## config.mk

```make
export PLATFORM = sky130hd
export DESIGN_NAME = bitmap_id_allocator_flat
export DESIGN_NICKNAME = d
export VERILOG_FILES = /design/src/hw/rtl/bia_pkg.sv /design/src/hw/rtl/bia_req_if.sv /design/src/hw/rtl/bia_rsp_if.sv /design/src/hw/rtl/bia_bitmap.sv /design/src/hw/rtl/bitmap_id_allocator.sv /design/src/flat_wrapper.sv
export SDC_FILE = /design/constraint.sdc
export NUM_CORES = 1
export LEC_CHECK = 0
export BUFFER_PORTS_ARGS = -buffer_cell sky130_fd_sc_hd__buf_2
export CAP_MARGIN = 20
export CORE_MARGIN = 2
export CORE_UTILIZATION = 50
export DETAILED_ROUTE_END_ITERATION = 7
export GPL_ROUTABILITY_DRIVEN = 0
export HOLD_SLACK_MARGIN = 0.02
export PLACE_DENSITY = 0.66
export RECOVER_POWER = 100
export SKIP_CTS_REPAIR_TIMING = 1
export SLEW_MARGIN = 5
export SYNTH_ARGS = -nofsm -noshare
export SYNTH_HDL_FRONTEND = slang
export SYNTH_SLANG_ARGS = --single-unit
```

## constraint.sdc

```tcl
create_clock -name clock -period 7.76 [get_ports clock]
set_input_delay 0.776 -clock clock [delete_from_list [all_inputs] [get_ports clock]]
set_output_delay 0.776 -clock clock [all_outputs]
set_load 0.02 [all_outputs]
```

## src/hw/rtl/bia_pkg.sv

```systemverilog
// Shared constants and types of the bitmap id allocator.
package bia_pkg;

   localparam int CAPACITY   = 256;
   localparam int ID_W       = 9;
   localparam int ELEM_W     = 16;
   localparam int OFFSET_W   = 24;
   localparam int CSR_W      = 16;
   localparam int SLOT_W     = $clog2(CAPACITY);
   localparam int GROUP_W    = 32;
   localparam int GRP_BITS   = $clog2(GROUP_W);
   localparam int NUM_GROUPS = CAPACITY / GROUP_W;
   localparam int GIDX_W     = (NUM_GROUPS > 1) ? $clog2(NUM_GROUPS) : 1;

   localparam logic [ID_W-1:0] CAP_ID = ID_W'(CAPACITY);

   typedef enum logic [1:0] {
      CMD_ALLOC   = 2'd0,
      CMD_RELEASE = 2'd1,
      CMD_QUERY   = 2'd2
   } bia_cmd_type;

   typedef enum logic {
      CSR_ELEM_BYTES  = 1'b0,
      CSR_MAX_ENTRIES = 1'b1
   } bia_csr_type;

   typedef enum logic [1:0] {
      ST_IDLE,
      ST_SCAN,
      ST_LOOKUP,
      ST_MUL
   } bia_state_type;

   typedef struct packed {
      logic                en;
      logic [GIDX_W-1:0]   group;
      logic [GROUP_W-1:0]  word;
   } bia_wr_type;

endpackage

```

## src/hw/rtl/bia_req_if.sv

```systemverilog
// Request channel: command and slot id.
interface bia_req_if;
   import bia_pkg::*;
   logic            valid;
   logic            ready;
   logic [1:0]      command;
   logic [ID_W-1:0] id;
   modport source (output valid, output command, output id, input ready);
   modport sink   (input valid, input command, input id, output ready);
endinterface

```

## src/hw/rtl/bia_rsp_if.sv

```systemverilog
// Response channel: status, slot id and byte offset.
interface bia_rsp_if;
   import bia_pkg::*;
   logic                valid;
   logic                ready;
   logic                ok;
   logic [ID_W-1:0]     out_id;
   logic [OFFSET_W-1:0] offset;
   modport source (output valid, output ok, output out_id, output offset, input ready);
   modport sink   (input valid, input ok, input out_id, input offset, output ready);
endinterface

```

## src/hw/rtl/bia_bitmap.sv

```systemverilog
// Used-bit bitmap, organized as words of one group each, cleared at reset.
module bia_bitmap (
   input  logic                         clock,
   input  logic                         reset,
   input  logic [bia_pkg::GIDX_W-1:0]   rd_group,
   output logic [bia_pkg::GROUP_W-1:0]  rd_word,
   input  bia_pkg::bia_wr_type          wr
);
   import bia_pkg::*;

   logic [NUM_GROUPS-1:0][GROUP_W-1:0] words_ff;

   always_ff @(posedge clock) begin
      if (reset) begin
         words_ff <= '0;
      end else if (wr.en) begin
         words_ff[wr.group] <= wr.word;
      end
   end

   assign rd_word = words_ff[rd_group];

endmodule

```

## src/hw/rtl/bitmap_id_allocator.sv

```systemverilog
// Top level of the first-fit bitmap id allocator.
// Slot ids count from 1 up to the smaller of max_entries and 256. Allocate
// scans the bitmap one 32-slot group per cycle from the bottom, claims the
// lowest free id, and returns it with its byte offset (id-1)*elem_bytes;
// when no id up to the limit is free it returns ok 0, id 0, offset 0.
// Release clears the bit of a valid id (ok 1 even if it was free); query
// returns ok 1 only for a valid id that is in use. Both echo the request id,
// and an id of 0 or above the limit gets ok 0 and offset 0. The block takes
// one request at a time: release and query pass through a lookup step and
// a multiply step before the next ready; allocate scans 1 to 8 groups, until
// it finds a free slot or passes the limit, and then takes the multiply step.
// The scan uses the shared group read port; the offset comes from one 8x16
// multiply in the final step. The response sits in an output register; if it
// has not been taken, the finished request holds in its last step until it
// has. The bitmap comes out of reset all free; elem_bytes resets to 1 and
// max_entries to 256. Write the registers only while idle.
module bitmap_id_allocator (
   input  logic                        clock,
   input  logic                        reset,
   bia_req_if.sink                     req,
   bia_rsp_if.source                   rsp,
   input  logic                        csr_we,
   input  logic                        csr_index,
   input  logic [bia_pkg::CSR_W-1:0]   csr_wdata
);
   import bia_pkg::*;

   // configuration registers
   logic [ELEM_W-1:0] elem_bytes_ff;
   logic [ID_W-1:0]   max_entries_ff;

   always_ff @(posedge clock) begin
      if (reset) begin
         elem_bytes_ff  <= ELEM_W'(1);
         max_entries_ff <= CAP_ID;
      end else if (csr_we) begin
         case (bia_csr_type'(csr_index))
            CSR_ELEM_BYTES:  elem_bytes_ff  <= csr_wdata[ELEM_W-1:0];
            CSR_MAX_ENTRIES: max_entries_ff <= csr_wdata[ID_W-1:0];
            default: ;
         endcase
      end
   end

   // effective limit: highest id that may be handed out or addressed
   logic [ID_W-1:0] lim;
   assign lim = (max_entries_ff < CAP_ID) ? max_entries_ff : CAP_ID;

   // sequencer state and working registers
   bia_state_type     state_ff, state_in;
   bia_cmd_type       cmd_ff, cmd_in;
   logic [ID_W-1:0]   id_ff, id_in;
   logic [SLOT_W-1:0] slot_ff, slot_in;
   logic [GIDX_W-1:0] group_ff, group_in;
   logic              ok_ff, ok_in;

   // response register
   logic                rsp_valid_ff, rsp_valid_in;
   logic                rsp_ok_ff, rsp_ok_in;
   logic [ID_W-1:0]     rsp_id_ff, rsp_id_in;
   logic [OFFSET_W-1:0] rsp_offset_ff, rsp_offset_in;

   // bitmap access
   logic [GIDX_W-1:0]  rd_group;
   logic [GROUP_W-1:0] rd_word;
   bia_wr_type         wr;

   bia_bitmap u_bitmap (
      .clock    (clock),
      .reset    (reset),
      .rd_group (rd_group),
      .rd_word  (rd_word),
      .wr       (wr)
   );

   // scan helpers: free slots of the current group below the limit
   logic [GROUP_W-1:0]  free_mask;
   logic                free_found;
   logic [GRP_BITS-1:0] free_pos;
   logic [SLOT_W:0]     next_base;
   logic                id_ok;
   logic [GRP_BITS-1:0] lk_pos;
   logic [OFFSET_W-1:0] product;
   logic                out_free;

   always_comb begin
      for (int b = 0; b < GROUP_W; b++) begin
         free_mask[b] = !rd_word[b] &&
            ({1'b0, group_ff, GRP_BITS'(b)} < (SLOT_W + 1)'(lim));
      end
   end

   // lowest free bit of the group
   always_comb begin
      free_found = 1'b0;
      free_pos   = '0;
      for (int b = GROUP_W - 1; b >= 0; b--) begin
         if (free_mask[b]) begin
            free_found = 1'b1;
            free_pos   = GRP_BITS'(b);
         end
      end
   end

   assign next_base = {1'b0, group_ff, {GRP_BITS{1'b0}}} + (SLOT_W + 1)'(GROUP_W);
   assign id_ok     = (id_ff != '0) && (id_ff <= lim);
   assign lk_pos    = slot_ff[GRP_BITS-1:0];
   assign product   = OFFSET_W'(slot_ff) * OFFSET_W'(elem_bytes_ff);
   assign out_free  = !rsp_valid_ff || rsp.ready;

   assign rd_group  = (state_ff == ST_SCAN) ? group_ff : slot_ff[SLOT_W-1 -: GIDX_W];

   always_comb begin
      state_in      = state_ff;
      cmd_in        = cmd_ff;
      id_in         = id_ff;
      slot_in       = slot_ff;
      group_in      = group_ff;
      ok_in         = ok_ff;
      rsp_valid_in  = rsp_valid_ff && !rsp.ready;
      rsp_ok_in     = rsp_ok_ff;
      rsp_id_in     = rsp_id_ff;
      rsp_offset_in = rsp_offset_ff;
      wr            = '{en: 1'b0, group: rd_group, word: rd_word};

      case (state_ff)
         ST_IDLE: begin
            if (req.valid) begin
               cmd_in   = bia_cmd_type'(req.command);
               id_in    = req.id;
               slot_in  = SLOT_W'(req.id - ID_W'(1));
               group_in = '0;
               ok_in    = 1'b0;
               case (bia_cmd_type'(req.command))
                  CMD_ALLOC:   state_in = ST_SCAN;
                  CMD_RELEASE,
                  CMD_QUERY:   state_in = ST_LOOKUP;
                  default: begin
                     // unused command: answer all zero
                     id_in    = '0;
                     state_in = ST_MUL;
                  end
               endcase
            end
         end

         ST_SCAN: begin
            if (free_found) begin
               // claim the slot
               wr.en    = 1'b1;
               wr.word  = rd_word | (GROUP_W'(1) << free_pos);
               slot_in  = {group_ff, free_pos};
               id_in    = ID_W'({group_ff, free_pos}) + ID_W'(1);
               ok_in    = 1'b1;
               state_in = ST_MUL;
            end else if (next_base >= (SLOT_W + 1)'(lim)) begin
               // passed the limit: table full
               id_in    = '0;
               ok_in    = 1'b0;
               state_in = ST_MUL;
            end else begin
               group_in = group_ff + GIDX_W'(1);
            end
         end

         ST_LOOKUP: begin
            if (cmd_ff == CMD_RELEASE) begin
               ok_in = id_ok;
               if (id_ok) begin
                  wr.en   = 1'b1;
                  wr.word = rd_word & ~(GROUP_W'(1) << lk_pos);
               end
            end else begin
               ok_in = id_ok && rd_word[lk_pos];
            end
            state_in = ST_MUL;
         end

         ST_MUL: begin
            // hold until the response register is free
            if (out_free) begin
               rsp_valid_in  = 1'b1;
               rsp_ok_in     = ok_ff;
               rsp_id_in     = id_ff;
               rsp_offset_in = ok_ff ? product : '0;
               state_in      = ST_IDLE;
            end
         end

         default: state_in = ST_IDLE;
      endcase
   end

   always_ff @(posedge clock) begin
      if (reset) begin
         state_ff     <= ST_IDLE;
         rsp_valid_ff <= 1'b0;
      end else begin
         state_ff     <= state_in;
         rsp_valid_ff <= rsp_valid_in;
      end
   end

   always_ff @(posedge clock) begin
      cmd_ff        <= cmd_in;
      id_ff         <= id_in;
      slot_ff       <= slot_in;
      group_ff      <= group_in;
      ok_ff         <= ok_in;
      rsp_ok_ff     <= rsp_ok_in;
      rsp_id_ff     <= rsp_id_in;
      rsp_offset_ff <= rsp_offset_in;
   end

   assign req.ready  = (state_ff == ST_IDLE);
   assign rsp.valid  = rsp_valid_ff;
   assign rsp.ok     = rsp_ok_ff;
   assign rsp.out_id = rsp_id_ff;
   assign rsp.offset = rsp_offset_ff;

   // a successful response always names a real slot within the limit
   a_ok_id_nonzero: assert property (@(posedge clock) disable iff (reset)
      rsp_valid_ff && rsp_ok_ff |-> rsp_id_ff != '0)
      else $error("ok response with id zero");

   a_ok_id_in_limit: assert property (@(posedge clock) disable iff (reset)
      rsp_valid_ff && rsp_ok_ff |-> rsp_id_ff <= lim)
      else $error("ok response with id above limit");

   a_fail_zero_offset: assert property (@(posedge clock) disable iff (reset)
      rsp_valid_ff && !rsp_ok_ff |-> rsp_offset_ff == '0)
      else $error("failed response with nonzero offset");

   a_rsp_from_mul: assert property (@(posedge clock) disable iff (reset)
      $rose(rsp_valid_ff) |-> $past(state_ff) == ST_MUL)
      else $error("response raised outside final step");

   a_bitmap_write_busy: assert property (@(posedge clock) disable iff (reset)
      wr.en |-> state_ff == ST_SCAN || state_ff == ST_LOOKUP)
      else $error("bitmap written while not working on a request");

endmodule

```

## src/flat_wrapper.sv

```systemverilog
// flat-port wrapper written by rule: the top's interface ports become plain ports
module bitmap_id_allocator_flat import bia_pkg::*;
  (clock, reset, csr_we, csr_index, csr_wdata, req_valid, req_command, req_id, req_ready, rsp_valid, rsp_ok, rsp_out_id, rsp_offset, rsp_ready);
  bia_req_if req_i ();
  bia_rsp_if rsp_i ();
  input  logic clock;
  input  logic reset;
  input  logic csr_we;
  input  logic csr_index;
  input  logic [bia_pkg::CSR_W-1:0] csr_wdata;
  input wire logic [$bits(req_i.valid)-1:0] req_valid;
  input wire logic [$bits(req_i.command)-1:0] req_command;
  input wire logic [$bits(req_i.id)-1:0] req_id;
  output wire logic [$bits(req_i.ready)-1:0] req_ready;
  output wire logic [$bits(rsp_i.valid)-1:0] rsp_valid;
  output wire logic [$bits(rsp_i.ok)-1:0] rsp_ok;
  output wire logic [$bits(rsp_i.out_id)-1:0] rsp_out_id;
  output wire logic [$bits(rsp_i.offset)-1:0] rsp_offset;
  input wire logic [$bits(rsp_i.ready)-1:0] rsp_ready;
  assign req_i.valid = req_valid;
  assign req_i.command = req_command;
  assign req_i.id = req_id;
  assign req_ready = req_i.ready;
  assign rsp_valid = rsp_i.valid;
  assign rsp_ok = rsp_i.ok;
  assign rsp_out_id = rsp_i.out_id;
  assign rsp_offset = rsp_i.offset;
  assign rsp_i.ready = rsp_ready;
  bitmap_id_allocator u_core (.clock(clock), .reset(reset), .req(req_i), .rsp(rsp_i), .csr_we(csr_we), .csr_index(csr_index), .csr_wdata(csr_wdata));
endmodule
```

# Yosys cells after proc, flatten, opt, wreduce, memory -nomap -nowiden

Index checks and enable logic that the tools add are counted.
W data, S select, Z words.

Bits in registers: 341
Bits of input ports: 33
Output and inout bits: 36
Word-level logic and storage cells: 274

Add/sub/neg operators: 4
$mul: 1
Magnitude comparators: 38
Eq/ne operators: 12
Shift operators: 2
Muxes and demuxes: 106
Bitwise logic cells: 4
Reductions and logical operators: 87

Operator list:

| kind                   | count |
|---|---|
| $lt A8 B9 Y1           | 32 |
| $bwmux W256            | 1 |
| $mux W32               | 5 |
| $mux W5                | 32 |
| $bmux W32 S3           | 1 |
| $demux W32 S3          | 1 |
| $pmux W32 S2           | 1 |
| $shl A1 B5 Y32 const A | 2 |
| $mux W9                | 5 |
| $mux W1                | 42 |
| $logic_and A1 B1 Y1    | 36 |
| $logic_not A1 Y1       | 34 |
| $and A32 B32 Y32       | 1 |
| $not A32 Y32           | 1 |
| $or A32 B32 Y32        | 1 |
| $mul A8 B16 Y24        | 1 |
| $pmux W9 S2            | 1 |
| $mux W8                | 2 |
| $pmux W8 S2            | 1 |
| $mux W3                | 4 |
| $reduce_and A3 Y1      | 4 |
| $add A8 B1 Y9 const B  | 1 |
| $add A8 B6 Y9 const B  | 1 |
| $ge A9 B9 Y1           | 1 |
| other kinds (29)       | 43 |

# Longest topological paths before layout

Word-level depth: 43
Gate-level depth with buffers: 24
Gate-level depth less buffers: 21

# Cells and area by module

Synthesis repeated with hierarchy kept, for this count alone.

Cells, all modules: 2455
Area, all modules: 21493.1 um^2

Modules (own cells, without submodules):

| module              | instances | cells each | area each (um^2) | seq. area each (um^2) |
|---|---|---|---|---|
| bia_bitmap          | 1         | 1277       | 11202.0          | 5124.9 |
| bitmap_id_allocator | 1         | 1178       | 10291.1          | 2272.2 |

# Least setup slack after synthesis

Ideal clock, no wire load.

Kind: register -> register
Start: reg u_core.slot_ff[7]
End: reg u_core.rsp_offset_ff[22] (netlist: u_core.rsp.offset[22]), data pin
Setup time: 0.255 ns
Arrival time: 5.219 ns
Data required time: 7.505 ns
Path slack: 2.287 ns
Stages on the path, launching flop included: 20
Buffers on the path: 2
Clock period less this slack: 5.473 ns
Cells stage by stage: edfxtp_1 > clkbuf_1 > buf_1 > nand2_1 > fa_1 > inv_1 > fa_1 > fa_1 > fa_1 > ha_1 > or2_2 > o31a_1 > a31oi_1 > a21oi_1 > a211o_1 > a21o_1 > a21oi_1 > o21ai_0 > xor2_1 > and2_1

Cells in the longest elaborated chain, start to end: 1

Ends and longest elaborated chain:

| element                | RTL line                   | RTL |
|---|---|---|
| from (decl)            | bitmap_id_allocator.sv:53  | `logic [SLOT_W-1:0] slot_ff, slot_in;` |
| from (signal assigned) | bitmap_id_allocator.sv:207 | `slot_ff <= slot_in;` |
| $mul A8 B16 Y24        | bitmap_id_allocator.sv:108 | `assign product = OFFSET_W'(slot_ff) * OFFSET_W'(elem_bytes_ff);` |
| to (signal assigned)   | bitmap_id_allocator.sv:212 | `rsp_offset_ff <= rsp_offset_in;` |
| to (decl)              | bitmap_id_allocator.sv:61  | `logic [OFFSET_W-1:0] rsp_offset_ff, rsp_offset_in;` |

No other way between the ends.
A chain may end at the register's enable or synchronous reset.

# Final worst setup path

Start: reg u_core.max_entries_ff[8]
End: reg u_core.u_bitmap.words_ff[162] (netlist bit)

Cells in the longest elaborated chain, start to end: 41
Elaborated cells between the ends (all ways): 143
Those cells by class: 34 x order compare; 1 x shift; 74 x mux; 1 x bitwise; 33 x reduce/logical

Ends and longest elaborated chain:

| element                         | RTL line                   | RTL |
|---|---|---|
| from (decl)                     | bitmap_id_allocator.sv:30  | `logic [ID_W-1:0] max_entries_ff;` |
| from (signal assigned)          | bitmap_id_allocator.sv:39  | `CSR_MAX_ENTRIES: max_entries_ff <= csr_wdata[ID_W-1:0];` |
| $lt A9 B9 Y1                    | bitmap_id_allocator.sv:47  | `assign lim = (max_entries_ff < CAP_ID) ? max_entries_ff : CAP_ID;` |
| $mux W9 (*)                     | bitmap_id_allocator.sv:47  |  |
| $lt A8 B9 Y1                    | bitmap_id_allocator.sv:89  | `({1'b0, group_ff, GRP_BITS'(b)} < (SLOT_W + 1)'(lim));` |
| $logic_and A1 B1 Y1             | bitmap_id_allocator.sv:88  | `free_mask[b] = !rd_word[b] &&` |
| $mux W5 (32 in series)          | bitmap_id_allocator.sv:98  | `if (free_mask[b]) begin` |
| $shl A1 B5 Y32                  | bitmap_id_allocator.sv:151 | `wr.word = rd_word \| (GROUP_W'(1) << free_pos);` |
| $or A32 B32 Y32                 | bitmap_id_allocator.sv:151 |  |
| $mux W32                        | bitmap_id_allocator.sv:148 | `if (free_found) begin` |
| $pmux W32 S2                    | bitmap_id_allocator.sv:126 | `case (state_ff)` |
| $bwmux W256                     | bia_bitmap.sv:17           | `words_ff[wr.group] <= wr.word;` |
| to (signal, indexed assignment) | bia_bitmap.sv:17           |  |
| to (decl)                       | bia_bitmap.sv:11           | `logic [NUM_GROUPS-1:0][GROUP_W-1:0] words_ff;` |

Mark *: on every way between the ends. The rest lies on a longest branch, timed or not.

==> summary.txt <==
DRT Wirelength: 67800 um
Die extent in y: 211 um
PnR Total Power: 8.12 mW
Req. time, crit path: 8.25 ns
Worst path slowest cell: nor4_1
Type of the worst min-delay path: in -> reg
Post-DP HPWL: 46000 um
Clk_lat worst skew: 0.61 ns
RR Startpoint: u_core.max_entries_ff[8]$_SDFFE_PP1P_
Via count: 19.5k
Critical path launch point: u_core.max_entries_ff[8]$_SDFFE_PP1P_
FF+latch count, synth: 341
Setup crit end: u_core.u_bitmap.words_ff[162]$_SDFFE_PP0P_
CTS root buffer: clkbuf_16
CP startpoint kind: register
Critical path depth: 19
Synth top area share: 0.266
Synth cell types: 88
Sequential area share after synthesis: 0.347
Cell Chain, Critical Path: clkinv_1 > nand2_1 > ha_1 > a21o_1 > a31oi_1 > o21ai_0 > nor4_1 > and3b_1 > a211oi_1 > nand2_1 > a211oi_2 > a21oi_1 > inv_1 > ha_1 > nand2_1 > o21ai_0 > a21boi_1 > nand2_1 > a21oi_1
Crit Path Class: reg -> reg
Hold Fails Final Rpt: 0
Crit-path max cell delay: 0.82 ns
Synth area leader: dfxtp_1
Die area: 44400 um^2
Vias in the first global route: 18.8k
Layout cells sized above 1: 0.0740
Async set or reset register ratio after synthesis: 0
Cell area after layout: 23000 um^2
Number of port buffers: 68
Max VDD drop: 0.228 mV
Final slew viol count: 260
Mapped Cells: 2572
Min Tclk post-route: 7.30 ns
Number of synthesized flops with an enable pin: 57
Most frequent cell after synthesis: nand2_1
Max FO, Critical Path: 19
Detailed router's first-iteration violation count: 2416
DR pass1 iterations: 7
DR DRC count: 0
Initial antenna violation count: 0
Synth area leaders: dfxtp_1, edfxtp_1, nand2_1
Final #Nets: 2730
Leak: 9.07 nW
Ys flop type: dfxtp_1
Total CTS buffers: 39
Core area: 42000 um^2
Synth-to-Final Area Change: 7.85%
Syn_nets: 2763
Pin count of the biggest net entering global routing: 145
Failing checks: capacitance limit, slew limit
Power Density: 353 nW/um^2
Die width: 211 um
Clock buffer depth: 3
TNS Setup: 0 ns
Worst slew pin tran: 6.12 ns
Cell Rows: 75
CP Capture Type: register
Cell count of the worst reg-to-reg path: 19
CTS H-tree lvls: 2
Wire length of the first global-routing pass: 106000 um
GR Util All Layers: 0.307
Crit path max-delay family: compound AO/OA/AOI/OAI gates
Final period utilization: 0.941
Final WS setup: 0.457 ns
Synthesis Warnings: 0
# setup viols final: 0
Clk sink count: 341
WP buf/inv: 2
CTS tree: built
RSZ-0062 raised after global routing: false
# IOs: 69
R2R setup slack: 0.46 ns
Ant. Diodes: 0
Antenna viol nets, final: 0
Initial Utilization: 0.508
WL/cell: 21.8 um
Outcome: finished with violations
Pre-CTS WS: 0.980 ns
Core Util, Final: 0.548
Most used cell, CP: nand2_1
Max Cap Violations: 3
Syn Area/Cell: 8.30 um^2
Area of the mapped netlist: 21300 um^2
Reg-to-Reg End: u_core.u_bitmap.words_ff[162]$_SDFFE_PP0P_
Max_slew headroom: -3.08
Setup Skew: 0.0482 ns
Fmax achieved: 137 MHz
Total grt overflow: 0
CP Data Arrival Time: 7.79 ns
Vias/cell: 6.27
Synth top cells by count: nand2_1, dfxtp_1, a21oi_1, nor2_1, inv_1
Placed Area: 21900 um^2
CTS clk-pin slew, worst paths: 0.06 ns
-- power breakdown --
group | switching (mW) | internal, mW | leakage (nW)
Combinational | 2.77 | 1.24 | 5.64
Clock | 0.786 | 1.02 | 0.600
Sequential | 0.291 | 2.01 | 2.83
-- worst register-to-register path, delay by kind of cell, from the launching register on --
family	cells	cell delay [ns]
flops	1	0.73
simple gates	6	1.79
buf+inv	2	0.62
compound gates	9	3.37
fa+ha+maj	2	0.71
-- metrics by stage --
| stage | cells | hold WS [ns] |
|---|---|---|
| final | 3105 | 0.422 |
| after floorplan | 2572 | 0.432 |
| after global placement | 3036 | 0.439 |
| after CTS | 3104 | 0.396 |
| after global routing | 3105 | 0.411 |
| after detailed placement | 3036 | 0.444 |
-- cells in the final DEF, fill, tap and decap left out, types with 16 or more instances in the layout --
cell,netlist,final
a211oi_1,18,18
a21o_1,41,41
a21oi_1,210,211
a221o_1,23,23
a31oi_1,18,18
and2_0,0,16
and2_1,89,70
buf_2,49,30
buf_4,18,30
clkbuf_1,101,59
clkbuf_16,0,39
dfxtp_1,284,284
edfxtp_1,57,57
fa_1,84,84
ha_1,74,73
inv_1,107,108
mux2i_1,46,43
nand2_1,454,454
nand3_1,55,55
nand3b_1,57,57
nand4_1,18,18
nor2_1,210,210
nor2b_1,22,21
nor3_1,105,105
nor3b_1,28,28
o21ai_0,78,109
o21ai_1,47,16
-- worst min path at each step --
stage | start | to | slack (ns) | depth (start not counted)
after floorplan | u_core.u_bitmap.words_ff[219]$_SDFFE_PP0P_ | u_core.u_bitmap.words_ff[219]$_SDFFE_PP0P_ | 0.43 | 2
after detailed placement | u_core.u_bitmap.words_ff[219]$_SDFFE_PP0P_ | u_core.u_bitmap.words_ff[219]$_SDFFE_PP0P_ | 0.44 | 2
after CTS | req_command[1] | u_core.cmd_ff[1]$_DFFE_PP_ | 0.40 | 1
final | csr_wdata[13] | u_core.elem_bytes_ff[13]$_SDFFE_PP0P_ | 0.42 | 3
after global placement | u_core.u_bitmap.words_ff[33]$_SDFFE_PP0P_ | u_core.u_bitmap.words_ff[33]$_SDFFE_PP0P_ | 0.44 | 2
after global routing | csr_wdata[13] | u_core.elem_bytes_ff[13]$_SDFFE_PP0P_ | 0.41 | 3
-- final cells by class --
cell class | instances | area [um^2]
clock inverter | 12 | 146
sequential | 341 | 7400
inverter | 109 | 409
timing repair buffer | 116 | 597
tap | 539 | 674
clock buffer | 56 | 1090
fill | 3864 | 19000
multi-input combinational | 1932 | 12700
-- flip-flops by register name, summed over array words and instances, names as in the netlist --
name                      flops
u_core.rsp.out_id             9
u_core.rsp.valid              1
u_core.slot_ff                8
u_core.state_ff               2
u_core.rsp.offset            24
u_core.u_bitmap.words_ff    256
u_core.cmd_ff                 2
u_core.group_ff               3
u_core.ok_ff                  1
u_core.elem_bytes_ff         16
u_core.id_ff                  9
u_core.rsp.ok                 1
u_core.max_entries_ff         9
-- cell families (layout without fill, tap and decap cells) --
family          count (synthesis)  count (layout)  share of synthesized area
simple gates                 1103            1103                      0.245
compound gates                570             570                      0.172
flops                         341             341                      0.347
buf+inv                       299             293                     0.0594
fa+ha+maj                     158             158                      0.122
mux                            76              76                     0.0448
xor+xnor                       25              25                     0.0103
-- per-layer routing --
layer,vias to the layer above,GRT usage,wire length (um)
met5,-,0,0
met4,0,0.140,3010
met3,206,0.0616,6690
met2,1011,0.476,30400
met1,9400,0.413,27600
li1,8846,-,-
Power figures use the tool's default switching activity.
